File: src/rtl/fpr_pkg.sv
// Package of constants and types for the FIFO page replacement block.
`default_nettype none

package fpr_pkg;

   localparam int unsigned FRAMES_DEFAULT    = 8;
   localparam int unsigned PAGE_BITS_DEFAULT = 16;
   localparam int unsigned SLOT_W_DEFAULT    = 3;
   localparam int unsigned CFG_W             = 4;
   localparam int unsigned FAULT_W           = 16;

   localparam logic [CFG_W-1:0]   FRAMES_IN_USE_RESET = 4'd8;
   localparam logic [FAULT_W-1:0] FAULT_MAX           = 16'hFFFF;

   typedef enum logic [1:0] {
      FPR_IDLE,
      FPR_SCAN,
      FPR_DONE
   } fpr_state_type;

endpackage

`default_nettype wire

File: src/rtl/fpr_if.sv
// Channel interfaces: page reference, result and configuration write.
`default_nettype none

interface fpr_req_if #(
   parameter int unsigned PAGE_BITS = fpr_pkg::PAGE_BITS_DEFAULT
);
   logic                 valid;
   logic                 ready;
   logic [PAGE_BITS-1:0] page_number;

   modport source (output valid, output page_number, input ready);
   modport sink   (input valid, input page_number, output ready);
endinterface

interface fpr_rsp_if #(
   parameter int unsigned PAGE_BITS = fpr_pkg::PAGE_BITS_DEFAULT,
   parameter int unsigned SLOT_W    = fpr_pkg::SLOT_W_DEFAULT
);
   logic                        valid;
   logic                        ready;
   logic                        hit;
   logic [SLOT_W-1:0]           frame_slot;
   logic                        evicted_valid;
   logic [PAGE_BITS-1:0]        evicted_page;
   logic [fpr_pkg::FAULT_W-1:0] fault_total;

   modport source (output valid, output hit, output frame_slot, output evicted_valid,
                   output evicted_page, output fault_total, input ready);
   modport sink   (input valid, input hit, input frame_slot, input evicted_valid,
                   input evicted_page, input fault_total, output ready);
endinterface

interface fpr_csr_if;
   logic                      valid;
   logic                      ready;
   logic [fpr_pkg::CFG_W-1:0] frames_in_use;

   modport source (output valid, output frames_in_use, input ready);
   modport sink   (input valid, input frames_in_use, output ready);
endinterface

`default_nettype wire

File: src/rtl/fifo_page_replacement.sv
// FIFO page replacement unit: top level with frame memory and scan sequencer.
`default_nettype none

// Each req beat carries one page reference. The frame table sits in a
// single-port synchronous memory (one read or one write per cycle, read data
// registered) with valid bits in flops, so reset empties every frame at
// once and no clearing pass is needed. A reference scans frames 0 .. n-1
// in order, one memory read per cycle, with n the frames_in_use register
// clamped to 1 .. FRAMES. A hit or the end of the scan moves to the done
// state, which loads the result register and, on a miss, writes the new
// page into the frame at the FIFO pointer in the same cycle. The sequencer
// then returns to idle, where the next req beat is taken; no new reference
// is taken before the block is through with the current one. The result
// register decouples the rsp side: the next req beat is taken while a result
// still waits, and that item holds in its final cycle until the result
// register is free. The req and csr channels are not ready during reset;
// outside reset the csr channel is always ready; write it only while the
// block is idle. Frame contents, valid bits, pointer and fault count survive
// a csr write.
module fifo_page_replacement #(
   parameter int unsigned FRAMES    = fpr_pkg::FRAMES_DEFAULT,
   parameter int unsigned PAGE_BITS = fpr_pkg::PAGE_BITS_DEFAULT
) (
   input  logic      clock,
   input  logic      reset,
   fpr_req_if.sink   req_bus,
   fpr_rsp_if.source rsp_bus,
   fpr_csr_if.sink   csr_bus
);

   localparam int unsigned SLOT_W = (FRAMES > 1) ? $clog2(FRAMES) : 1;
   localparam int unsigned CNT_W  = $clog2(FRAMES + 1);
   localparam int unsigned NW     = (CNT_W > fpr_pkg::CFG_W) ? CNT_W : fpr_pkg::CFG_W;
   localparam logic [NW-1:0]    FRAMES_NW  = NW'(FRAMES);
   localparam logic [CNT_W-1:0] FRAMES_CNT = CNT_W'(FRAMES);

   // Sequencer state.
   fpr_pkg::fpr_state_type state_ff, state_in;

   // Configuration and persistent replacement state.
   logic [fpr_pkg::CFG_W-1:0]   frames_in_use_ff;
   logic [FRAMES-1:0]           valid_ff;
   logic [SLOT_W-1:0]           ptr_ff;
   logic [fpr_pkg::FAULT_W-1:0] fault_ff;

   // Frame page memory.
   logic [PAGE_BITS-1:0] frame_mem [FRAMES];
   logic [PAGE_BITS-1:0] rd_data_ff;

   // Per-item working registers.
   logic [PAGE_BITS-1:0] page_ff;
   logic [CNT_W-1:0]     n_ff;
   logic [CNT_W-1:0]     issue_ff;     // next frame to read
   logic [SLOT_W-1:0]    cmp_idx_ff;   // frame whose data is in rd_data_ff
   logic                 cmp_live_ff;  // rd_data_ff holds a fresh read
   logic                 hit_ff;
   logic [SLOT_W-1:0]    slot_ff;
   logic                 ev_valid_ff;
   logic [PAGE_BITS-1:0] ev_page_ff;

   // Result register.
   logic                        rsp_valid_ff;
   logic                        rsp_hit_ff;
   logic [SLOT_W-1:0]           rsp_slot_ff;
   logic                        rsp_ev_valid_ff;
   logic [PAGE_BITS-1:0]        rsp_ev_page_ff;
   logic [fpr_pkg::FAULT_W-1:0] rsp_fault_ff;

   // Control decode.
   logic                        req_fire;
   logic                        hit_now;
   logic                        issue_more;
   logic                        rd_en;
   logic                        commit;
   logic                        wr_en;
   logic [NW-1:0]               fiu_ext;
   logic [CNT_W-1:0]            n_eff;
   logic [SLOT_W-1:0]           ptr_eff;
   logic [CNT_W-1:0]            ptr_plus;
   logic [SLOT_W-1:0]           ptr_next;
   logic [fpr_pkg::FAULT_W-1:0] fault_inc;

   // Frame count in use: zero acts as one, above FRAMES acts as FRAMES.
   always_comb begin
      fiu_ext = NW'(frames_in_use_ff);
      if (fiu_ext == '0) begin
         n_eff = CNT_W'(1);
      end else if (fiu_ext > FRAMES_NW) begin
         n_eff = FRAMES_CNT;
      end else begin
         n_eff = fiu_ext[CNT_W-1:0];
      end
   end

   // Pointer left beyond a lowered frame count restarts at frame 0.
   always_comb begin
      ptr_eff  = (CNT_W'(ptr_ff) < n_ff) ? ptr_ff : '0;
      ptr_plus = CNT_W'(ptr_eff) + CNT_W'(1);
      ptr_next = (ptr_plus >= n_ff) ? '0 : ptr_plus[SLOT_W-1:0];
   end

   assign fault_inc = (fault_ff == fpr_pkg::FAULT_MAX) ? fault_ff : fault_ff + 1'b1;

   assign req_fire   = req_bus.valid && req_bus.ready;
   assign hit_now    = cmp_live_ff && valid_ff[cmp_idx_ff] && (rd_data_ff == page_ff);
   assign issue_more = (issue_ff < n_ff);

   // Next state.
   always_comb begin
      state_in = state_ff;
      unique case (state_ff)
         fpr_pkg::FPR_IDLE: begin
            if (req_fire) state_in = fpr_pkg::FPR_SCAN;
         end
         fpr_pkg::FPR_SCAN: begin
            if (hit_now || !issue_more) state_in = fpr_pkg::FPR_DONE;
         end
         fpr_pkg::FPR_DONE: begin
            if (!rsp_valid_ff || rsp_bus.ready) state_in = fpr_pkg::FPR_IDLE;
         end
         default: state_in = fpr_pkg::FPR_IDLE;
      endcase
   end

   // State outputs.
   always_comb begin
      req_bus.ready = 1'b0;
      rd_en         = 1'b0;
      commit        = 1'b0;
      unique case (state_ff)
         fpr_pkg::FPR_IDLE: req_bus.ready = !reset;
         fpr_pkg::FPR_SCAN: rd_en = !hit_now && issue_more;
         fpr_pkg::FPR_DONE: commit = !rsp_valid_ff || rsp_bus.ready;
         default: ;
      endcase
   end

   assign wr_en = commit && !hit_ff;

   always_ff @(posedge clock) begin
      if (reset) state_ff <= fpr_pkg::FPR_IDLE;
      else       state_ff <= state_in;
   end

   // csr write port.
   assign csr_bus.ready = !reset;

   always_ff @(posedge clock) begin
      if (reset) begin
         frames_in_use_ff <= fpr_pkg::FRAMES_IN_USE_RESET;
      end else if (csr_bus.valid) begin
         frames_in_use_ff <= csr_bus.frames_in_use;
      end
   end

   // Frame memory: one access per cycle, registered read.
   always_ff @(posedge clock) begin
      if (wr_en) begin
         frame_mem[ptr_eff] <= page_ff;
      end else if (rd_en) begin
         rd_data_ff <= frame_mem[issue_ff[SLOT_W-1:0]];
      end
   end

   // Replacement state, committed on a miss.
   always_ff @(posedge clock) begin
      if (reset) begin
         valid_ff <= '0;
         ptr_ff   <= '0;
         fault_ff <= '0;
      end else if (wr_en) begin
         valid_ff[ptr_eff] <= 1'b1;
         ptr_ff            <= ptr_next;
         fault_ff          <= fault_inc;
      end
   end

   // Scan pipeline: issue one read per cycle, compare the one before.
   always_ff @(posedge clock) begin
      if (reset) begin
         cmp_live_ff <= 1'b0;
      end else if (req_fire) begin
         cmp_live_ff <= 1'b0;
      end else if (state_ff == fpr_pkg::FPR_SCAN) begin
         cmp_live_ff <= rd_en;
      end
   end

   always_ff @(posedge clock) begin
      if (req_fire) begin
         page_ff     <= req_bus.page_number;
         n_ff        <= n_eff;
         issue_ff    <= '0;
         ev_valid_ff <= 1'b0;
         ev_page_ff  <= '0;
      end else if (state_ff == fpr_pkg::FPR_SCAN) begin
         if (rd_en) begin
            issue_ff   <= issue_ff + 1'b1;
            cmp_idx_ff <= issue_ff[SLOT_W-1:0];
         end
         // The victim frame passes by during the full scan of a miss.
         if (cmp_live_ff && (cmp_idx_ff == ptr_eff)) begin
            ev_valid_ff <= valid_ff[cmp_idx_ff];
            ev_page_ff  <= rd_data_ff;
         end
         if (hit_now) begin
            hit_ff  <= 1'b1;
            slot_ff <= cmp_idx_ff;
         end else if (!issue_more) begin
            hit_ff  <= 1'b0;
         end
      end
   end

   // Result register.
   always_ff @(posedge clock) begin
      if (reset) begin
         rsp_valid_ff <= 1'b0;
      end else if (commit) begin
         rsp_valid_ff <= 1'b1;
      end else if (rsp_bus.ready) begin
         rsp_valid_ff <= 1'b0;
      end
   end

   always_ff @(posedge clock) begin
      if (commit) begin
         rsp_hit_ff      <= hit_ff;
         rsp_slot_ff     <= hit_ff ? slot_ff : ptr_eff;
         rsp_ev_valid_ff <= !hit_ff && ev_valid_ff;
         rsp_ev_page_ff  <= (!hit_ff && ev_valid_ff) ? ev_page_ff : '0;
         rsp_fault_ff    <= hit_ff ? fault_ff : fault_inc;
      end
   end

   assign rsp_bus.valid         = rsp_valid_ff;
   assign rsp_bus.hit           = rsp_hit_ff;
   assign rsp_bus.frame_slot    = rsp_slot_ff;
   assign rsp_bus.evicted_valid = rsp_ev_valid_ff;
   assign rsp_bus.evicted_page  = rsp_ev_page_ff;
   assign rsp_bus.fault_total   = rsp_fault_ff;

endmodule

`default_nettype wire

File: src/flat_wrapper.sv
// flat-port wrapper written by rule: the top's interface ports become plain ports
module fifo_page_replacement_flat 
#(
   parameter int unsigned FRAMES    = fpr_pkg::FRAMES_DEFAULT,
   parameter int unsigned PAGE_BITS = fpr_pkg::PAGE_BITS_DEFAULT
)
  (clock, reset, req_bus_valid, req_bus_page_number, req_bus_ready, rsp_bus_valid, rsp_bus_hit, rsp_bus_frame_slot, rsp_bus_evicted_valid, rsp_bus_evicted_page, rsp_bus_fault_total, rsp_bus_ready, csr_bus_valid, csr_bus_frames_in_use, csr_bus_ready);
  fpr_req_if #(.PAGE_BITS(PAGE_BITS)) req_bus_i ();
  fpr_rsp_if #(.PAGE_BITS(PAGE_BITS)) rsp_bus_i ();
  fpr_csr_if csr_bus_i ();
  input  logic clock;
  input  logic reset;
  input wire logic [$bits(req_bus_i.valid)-1:0] req_bus_valid;
  input wire logic [$bits(req_bus_i.page_number)-1:0] req_bus_page_number;
  output wire logic [$bits(req_bus_i.ready)-1:0] req_bus_ready;
  output wire logic [$bits(rsp_bus_i.valid)-1:0] rsp_bus_valid;
  output wire logic [$bits(rsp_bus_i.hit)-1:0] rsp_bus_hit;
  output wire logic [$bits(rsp_bus_i.frame_slot)-1:0] rsp_bus_frame_slot;
  output wire logic [$bits(rsp_bus_i.evicted_valid)-1:0] rsp_bus_evicted_valid;
  output wire logic [$bits(rsp_bus_i.evicted_page)-1:0] rsp_bus_evicted_page;
  output wire logic [$bits(rsp_bus_i.fault_total)-1:0] rsp_bus_fault_total;
  input wire logic [$bits(rsp_bus_i.ready)-1:0] rsp_bus_ready;
  input wire logic [$bits(csr_bus_i.valid)-1:0] csr_bus_valid;
  input wire logic [$bits(csr_bus_i.frames_in_use)-1:0] csr_bus_frames_in_use;
  output wire logic [$bits(csr_bus_i.ready)-1:0] csr_bus_ready;
  assign req_bus_i.valid = req_bus_valid;
  assign req_bus_i.page_number = req_bus_page_number;
  assign req_bus_ready = req_bus_i.ready;
  assign rsp_bus_valid = rsp_bus_i.valid;
  assign rsp_bus_hit = rsp_bus_i.hit;
  assign rsp_bus_frame_slot = rsp_bus_i.frame_slot;
  assign rsp_bus_evicted_valid = rsp_bus_i.evicted_valid;
  assign rsp_bus_evicted_page = rsp_bus_i.evicted_page;
  assign rsp_bus_fault_total = rsp_bus_i.fault_total;
  assign rsp_bus_i.ready = rsp_bus_ready;
  assign csr_bus_i.valid = csr_bus_valid;
  assign csr_bus_i.frames_in_use = csr_bus_frames_in_use;
  assign csr_bus_ready = csr_bus_i.ready;
  fifo_page_replacement #(.FRAMES(FRAMES), .PAGE_BITS(PAGE_BITS)) u_core (.clock(clock), .reset(reset), .req_bus(req_bus_i), .rsp_bus(rsp_bus_i), .csr_bus(csr_bus_i));
endmodule
File: config.mk
export PLATFORM = sky130hd
export DESIGN_NAME = fifo_page_replacement_flat
export DESIGN_NICKNAME = d
export VERILOG_FILES = /design/src/rtl/fpr_pkg.sv /design/src/rtl/fpr_if.sv /design/src/rtl/fifo_page_replacement.sv /design/src/flat_wrapper.sv
export SDC_FILE = /design/constraint.sdc
export NUM_CORES = 1
export LEC_CHECK = 0
export ABC_AREA = 1
export BUFFER_PORTS_ARGS = -buffer_cell sky130_fd_sc_hd__buf_2
export CAP_MARGIN = 15
export CELL_PAD_IN_SITES_DETAIL_PLACEMENT = 0
export CELL_PAD_IN_SITES_GLOBAL_PLACEMENT = 1
export CORE_UTILIZATION = 43
export CTS_CLUSTER_DIAMETER = 200
export DETAILED_ROUTE_END_ITERATION = 16
export PLACE_DENSITY_LB_ADDON = 0.1
export SLEW_MARGIN = 20
export SYNTH_ARGS = -nofsm -noshare
export SYNTH_HDL_FRONTEND = slang
export SYNTH_SLANG_ARGS = --single-unit
export TNS_END_PERCENT = 50
File: constraint.sdc
create_clock -name clock -period 4.95 [get_ports clock]
set_clock_uncertainty 0.05 [all_clocks]
set_input_delay 0.99 -clock clock [delete_from_list [all_inputs] [get_ports clock]]
set_output_delay 0.99 -clock clock [all_outputs]
set_load 0.05 [all_outputs]
# Yosys cells after proc, flatten, opt, wreduce, memory -nomap -nowiden
# Memory sizes are Yosys's and may differ from the RTL's. A register that Yosys moved wholly into a read port is not among the register bits.
# Cells that the tools add are included.
[word_totals]
rom_bits = 0
latch_bits = 0
mem_bits_rw = 128
n_memories = 1
regBits = 120
[op_classes]
magnitude_cmp = 7
shift = 0
mul = 0
reduce_logical = 27
bitwise_logic = 3
n_eq_ne = 9
mux = 22
addsub = 3
div_mod_pow = 0
[mem_list]
columns = ["name", "words", "word_bits", "rd", "rd_ports_with_merged_regs", "wr", "line", "text"]
rows = [
  ["u_core.frame_mem", 8, 16, 1, 1, 1, "fifo_page_replacement.sv:47", "logic [PAGE_BITS-1:0] frame_mem [FRAMES];"],
]
[op_table]
columns = ["cell", "count"]
rows = [
  ["16-bit 2-to-1 mux", 2],
  ["16-bit by 1-bit adder with 16-bit output, second input constant", 1],
  ["16-bit == test", 1],
  ["16-bit == test, second input constant", 1],
  ["3-bit AND reduction", 4],
  ["1-bit 2-to-1 mux", 10],
  ["3-bit 2-to-1 mux", 3],
  ["1-bit logical AND", 8],
  ["3-bit by 4-bit < comparator with 1-bit output, second input constant", 2],
  ["2-bit by 1-bit != test with 1-bit output, second input constant", 4],
  ["8-bit OR", 1],
  ["2-bit 2-to-1 mux", 3],
  ["2-bit case mux with 3 select lines", 1],
  ["2-bit AND reduction", 3],
  ["1-bit logical NOT", 5],
  ["3-bit by 1-bit adder with 4-bit output, second input constant", 1],
  ["4-bit by 1-bit adder with 4-bit output, second input constant", 1],
  ["4-bit >= comparator", 1],
  ["4-bit > comparator, second input constant", 1],
  ["4-bit logical NOT", 1],
  ["3-bit by 4-bit < comparator with 1-bit output", 1],
  ["4-bit < comparator", 1],
  ["4-bit 2-to-1 mux", 1],
  ["2-bit OR reduction", 2],
  ["10 further kinds", 12],
]

# Logic depth before layout (Yosys ltp)
[depth]
depth_word = 8
mapped_depth = 16

# Worst setup path before layout
# Ideal clock, no wire load.
[synth_path]
path_kind = "input port to flip-flop"
start = "input rsp_bus_ready"
end = "memory u_core.frame_mem[4][0] in the netlist's numbering, enable pin"
required_ps = 4470
setup_ps = 430
arrival_time_ps = 4597
slack_ps = -127
stages = 4
path_buffers = 0
cell_sequence = "nor2_1 > nor2_1 > inv_1 > nor4_1"
[synth_between]
elab_chain_cells = 5
[synth_rtl]
columns = ["item", "line", "text"]
rows = [
  ["from (decl)", "flat_wrapper.sv:22", "input wire logic [$bits(rsp_bus_i.ready)-1:0] rsp_bus_ready;"],
  ["1-bit logical OR", "fifo_page_replacement.sv:133", "fpr_pkg::FPR_DONE: commit = !rsp_valid_ff || rsp_bus.ready;"],
  ["1-bit 2-to-1 mux", "fifo_page_replacement.sv:130", "unique case (state_ff)"],
  ["named net u_core.commit", "fifo_page_replacement.sv:74", "logic commit;"],
  ["1-bit logical AND", "fifo_page_replacement.sv:138", "assign wr_en = commit && !hit_ff;"],
  ["1-bit 2-to-1 mux", "fifo_page_replacement.sv:158", "if (wr_en) begin"],
  ["1-bit 2-to-1 mux (not written as such)", "fifo_page_replacement.sv:159", "frame_mem[ptr_eff] <= page_ff;"],
  ["to (decl)", "fifo_page_replacement.sv:47", ""],
]
# The timed path passes the listed nets, and every way through them passes these cells.

# Final worst setup path
[layout_path]
start = "input reset"
end = "output csr_bus_ready"
[layout_between]
elab_chain_cells = 1
[layout_rtl]
columns = ["item", "line", "text"]
rows = [
  ["from (decl)", "flat_wrapper.sv:12", "input logic reset;"],
  ["1-bit logical NOT", "fifo_page_replacement.sv:146", "assign csr_bus.ready = !reset;"],
  ["to (decl)", "flat_wrapper.sv:25", "output wire logic [$bits(csr_bus_i.ready)-1:0] csr_bus_ready;"],
]
# No other way between the ends.

==> qor.txt <==
RSZ-0062 raised after global routing: no
Met3 usage: 2.57%
Status: complete, no violations
Hold depth: 2
Post-synthesis sequential area ratio: 66.4%
Crit path required time: 3.91 ns
Internal power: 4210 uW
Cts repair resizes: 0
R2R Path Start: u_core.n_ff[1]
Pin count of the biggest net entering global routing: 71
Max Root-Sink Buffers: 3
Nets@finish: 1169
Synth Cell Area: 0.0111 mm2
Crit-path most repeated cell: buf_2
TNS Setup: 0 ns
Final RePlAce weighted congestion: 0.793
DRC viols: 0
VDD IR-drop max: 0.330 mV
Setup-failing EPs final: 0
Initial core utilization: 43.9%
DR iter-0 viols: 543
Clock Power Share: 35.8%
Total wire length: 23900 um
Dominant synthesized flop cell: edfxtp_1
Setup crit end: csr_bus_ready
Hold crit path type: flip-flop to flip-flop
First-pass GRT wire length: 38000 um
Reg power frac: 44.9%
Max FO, Critical Path: 22
Crit path arrival time: 2.13 ns
Post-synth top area share: 56.3%
Levels on crit path: 3
GR Util met1: 26.4%
Row count: 58
Post-DRT Antenna Nets: 0
Yosys cell types: 37
Via density: 4.86
Top cells by count, synth: nor2_1 (214), edfxtp_1 (208), nand2_1 (126), inv_1 (118), o21ai_0 (109)
Top-count cell post-synth: nor2_1
Crit path launch: reset
Leak: 0.00487 uW
Num ports: 65
CTS Hold Bufs: 0
Syn avg cell area: 10.4 um2
Final hold violations: 0
Period utilisation layout: 64.0%
Remaining global-route overflow: 0
Area contributors post-synth: edfxtp_1 (56%), dfxtp_1 (10%), nor2_1 (7.2%), o21ai_0 (4.9%), nand2_1 (4.3%)
Logic pwr share: 19.4%
Max Transition Viols Final: 0
Critical path capture point type: output port
Worst R2R Path Depth: 16
Yosys top cell by area: edfxtp_1
Share of layout cells above drive strength 1: 12.5%
Area growth, synth to finish: 14.7%
Max incr delay on CP: 0.41 ns
DR WL/cell: 16.1 um
ANT cells: 0
CP Class: input port to output port
CTS Root Cell: clkbuf_16
Ys Warns: 0
1st-pass router iterations: 5
Number of H-tree levels: 1
Post-synth net total: 1105
Power Dens Cells: 471 mW/mm2
Worst-skew pair later-pin latency: 0.55 ns
CTS tree: yes
Total GRT Usage: 18.6%
Register bit total from synthesis: 264
Core ar.: 0.0253 mm2
Clock Sinks: 264
Met2 GRT Util: 30.1%
Worst-path cell chain: buf_2 -> inv_1 -> buf_2
Slowest CP cell: buf_2
Vias in the first global route: 6925
Post-CTS setup-driven buffer insertion count: 0
Number of max-cap violations: 0
FFs w/ async S/R, synth: 0%
CTS Buf Count: 29
Slew of the pin with the lowest slew margin: 1.04 ns
Fillcell total: 2344
Detail Placement HPWL: 15300 um
Clk pin slew, worst setup/hold paths: 0.06 ns
Initial antenna violation count: 0
Worst relative slew slack: 29.9%
P_sw: 1780 uW
Overall power: 6000 uW
Crit Reg-Reg Endpoint: u_core.ptr_ff[0]
Final min period: 3.17 ns
CP Buf/Inv Count: 3
Die width: 163 um
Die H: 163 um
Setup crit start kind: input port
Port bufs: 64
Die ar.: 0.0264 mm2
Cell family with most CP delay: buffers and inverters
Sw Share: 29.8%
Reg2Reg Setup Slack: 2.17 ns
Fmax: 316 MHz
Mapped Cells: 1068
Post-synth EDFFs: 208
Via count: 7219
Busiest grt layer: met2
[power by group through the flow]
stage / clock [uW] / combinational [uW] / sequential (uW)
2_1_floorplan: 0 / 824 / 2740
3_3_place_gp: 0 / 1170 / 2740
3_5_place_dp: 0 / 1170 / 2740
4_1_cts: 2200 / 1170 / 2690
5_1_grt: 2290 / 1330 / 2710
6_report: 2140 / 1160 / 2690
[worst min path at each step]
stage,end,slack [ns],startpoint
floorplan,u_core.valid_ff[0],0.39,u_core.valid_ff[0]
global route,u_core.valid_ff[0],0.44,u_core.valid_ff[0]
finish,u_core.ev_page_ff[14],0.42,u_core.ev_page_ff[14]
detailed placement,u_core.valid_ff[6],0.40,u_core.valid_ff[6]
global placement,u_core.ev_page_ff[13],0.40,u_core.ev_page_ff[13]
CTS,u_core.valid_ff[6],0.41,u_core.valid_ff[6]
[metal layers]
metal	part of all wire, %	vias to the layer above
met2	45	144
met1	48	3298
met5	0	-
li1	-	3737
met4	2.3	0
met3	4.2	40
[layout make-up]
cell class / instances / area, um2 / area share (%)
well taps: 330 / 413 / 3.25
flip-flops and latches: 264 / 7370 / 57.9
multi-input cells: 642 / 3120 / 24.5
inverters: 119 / 447 / 3.51
repair buffers: 76 / 410 / 3.23
clock inverters: 12 / 131 / 1.03
clock buffers: 42 / 835 / 6.56
[registers in the layout, indices dropped and copies added (netlist names), 8 cells and up]
register	flops
u_core.ev_page_ff	16
u_core.valid_ff	8
u_core.rsp_bus.fault_total	16
u_core.frame_mem	128
u_core.page_ff	16
u_core.rsp_bus.evicted_page	16
u_core.fault_ff	16
u_core.rd_data_ff	16
[cells by family (layout without fill, tap and decap cells)]
logic type | Yosys count | in the layout | share of synthesized area (%)
AO/OA/AOI/OAI | 180 | 180 | 8.64
adder cells (fa/ha/maj) | 12 | 12 | 1.35
XOR/XNOR | 21 | 21 | 1.66
buffers and inverters | 162 | 249 | 5.66
flip-flops | 264 | 264 | 66.4
AND/OR/NAND/NOR | 429 | 429 | 16.3
[worst register-to-register path: cells and delay by family (launching register included)]
family	cells	cell delay (ns)
adders and majority gates	3	0.82
and+or+nand+nor	7	0.74
buffers and inverters	3	0.39
DFF	1	0.36
AOI/OAI and AO/OA	3	0.35
[cell usage in the layout, fill, tap and decap left out, types with 2 or more instances in the layout]
cell type / Yosys / layout
bufinv_16: 0 / 2
xnor2_1: 12 / 12
o22ai_1: 18 / 18
o21ai_0: 109 / 109
inv_1: 118 / 117
a31oi_1: 20 / 20
nand4_1: 9 / 9
clkbuf_1: 36 / 7
clkbuf_8: 0 / 6
clkbuf_16: 0 / 29
xor2_1: 9 / 9
nor4_1: 3 / 2
clkinv_2: 0 / 4
dfxtp_1: 56 / 55
nor2_4: 1 / 2
edfxtp_1: 208 / 208
nand3_1: 43 / 43
nor2_2: 12 / 12
nand2_1: 126 / 126
a21oi_1: 28 / 28
nor2_1: 214 / 213
ha_1: 12 / 12
clkinvlp_4: 0 / 2
nor3_1: 12 / 12
clkinv_1: 0 / 3
buf_4: 0 / 12
buf_2: 4 / 64
[stage by stage]
stage | setup WS (ns) | area [um2] | std cells | util [%] | hold slack (ns)
after floorplan | 0.387 | 11100 | 1068 | - | 0.385
after global placement | 1.79 | 11800 | 1431 | 46.6 | 0.402
after detailed placement | 1.77 | 11800 | 1431 | 46.6 | 0.404
after CTS | 1.77 | 12700 | 1485 | 50.4 | 0.413
after global routing | 1.70 | 12700 | 1485 | 50.4 | 0.436
final | 1.78 | 12700 | 1485 | 50.4 | 0.415
Note: power is estimated with default switching activity, not from simulation.
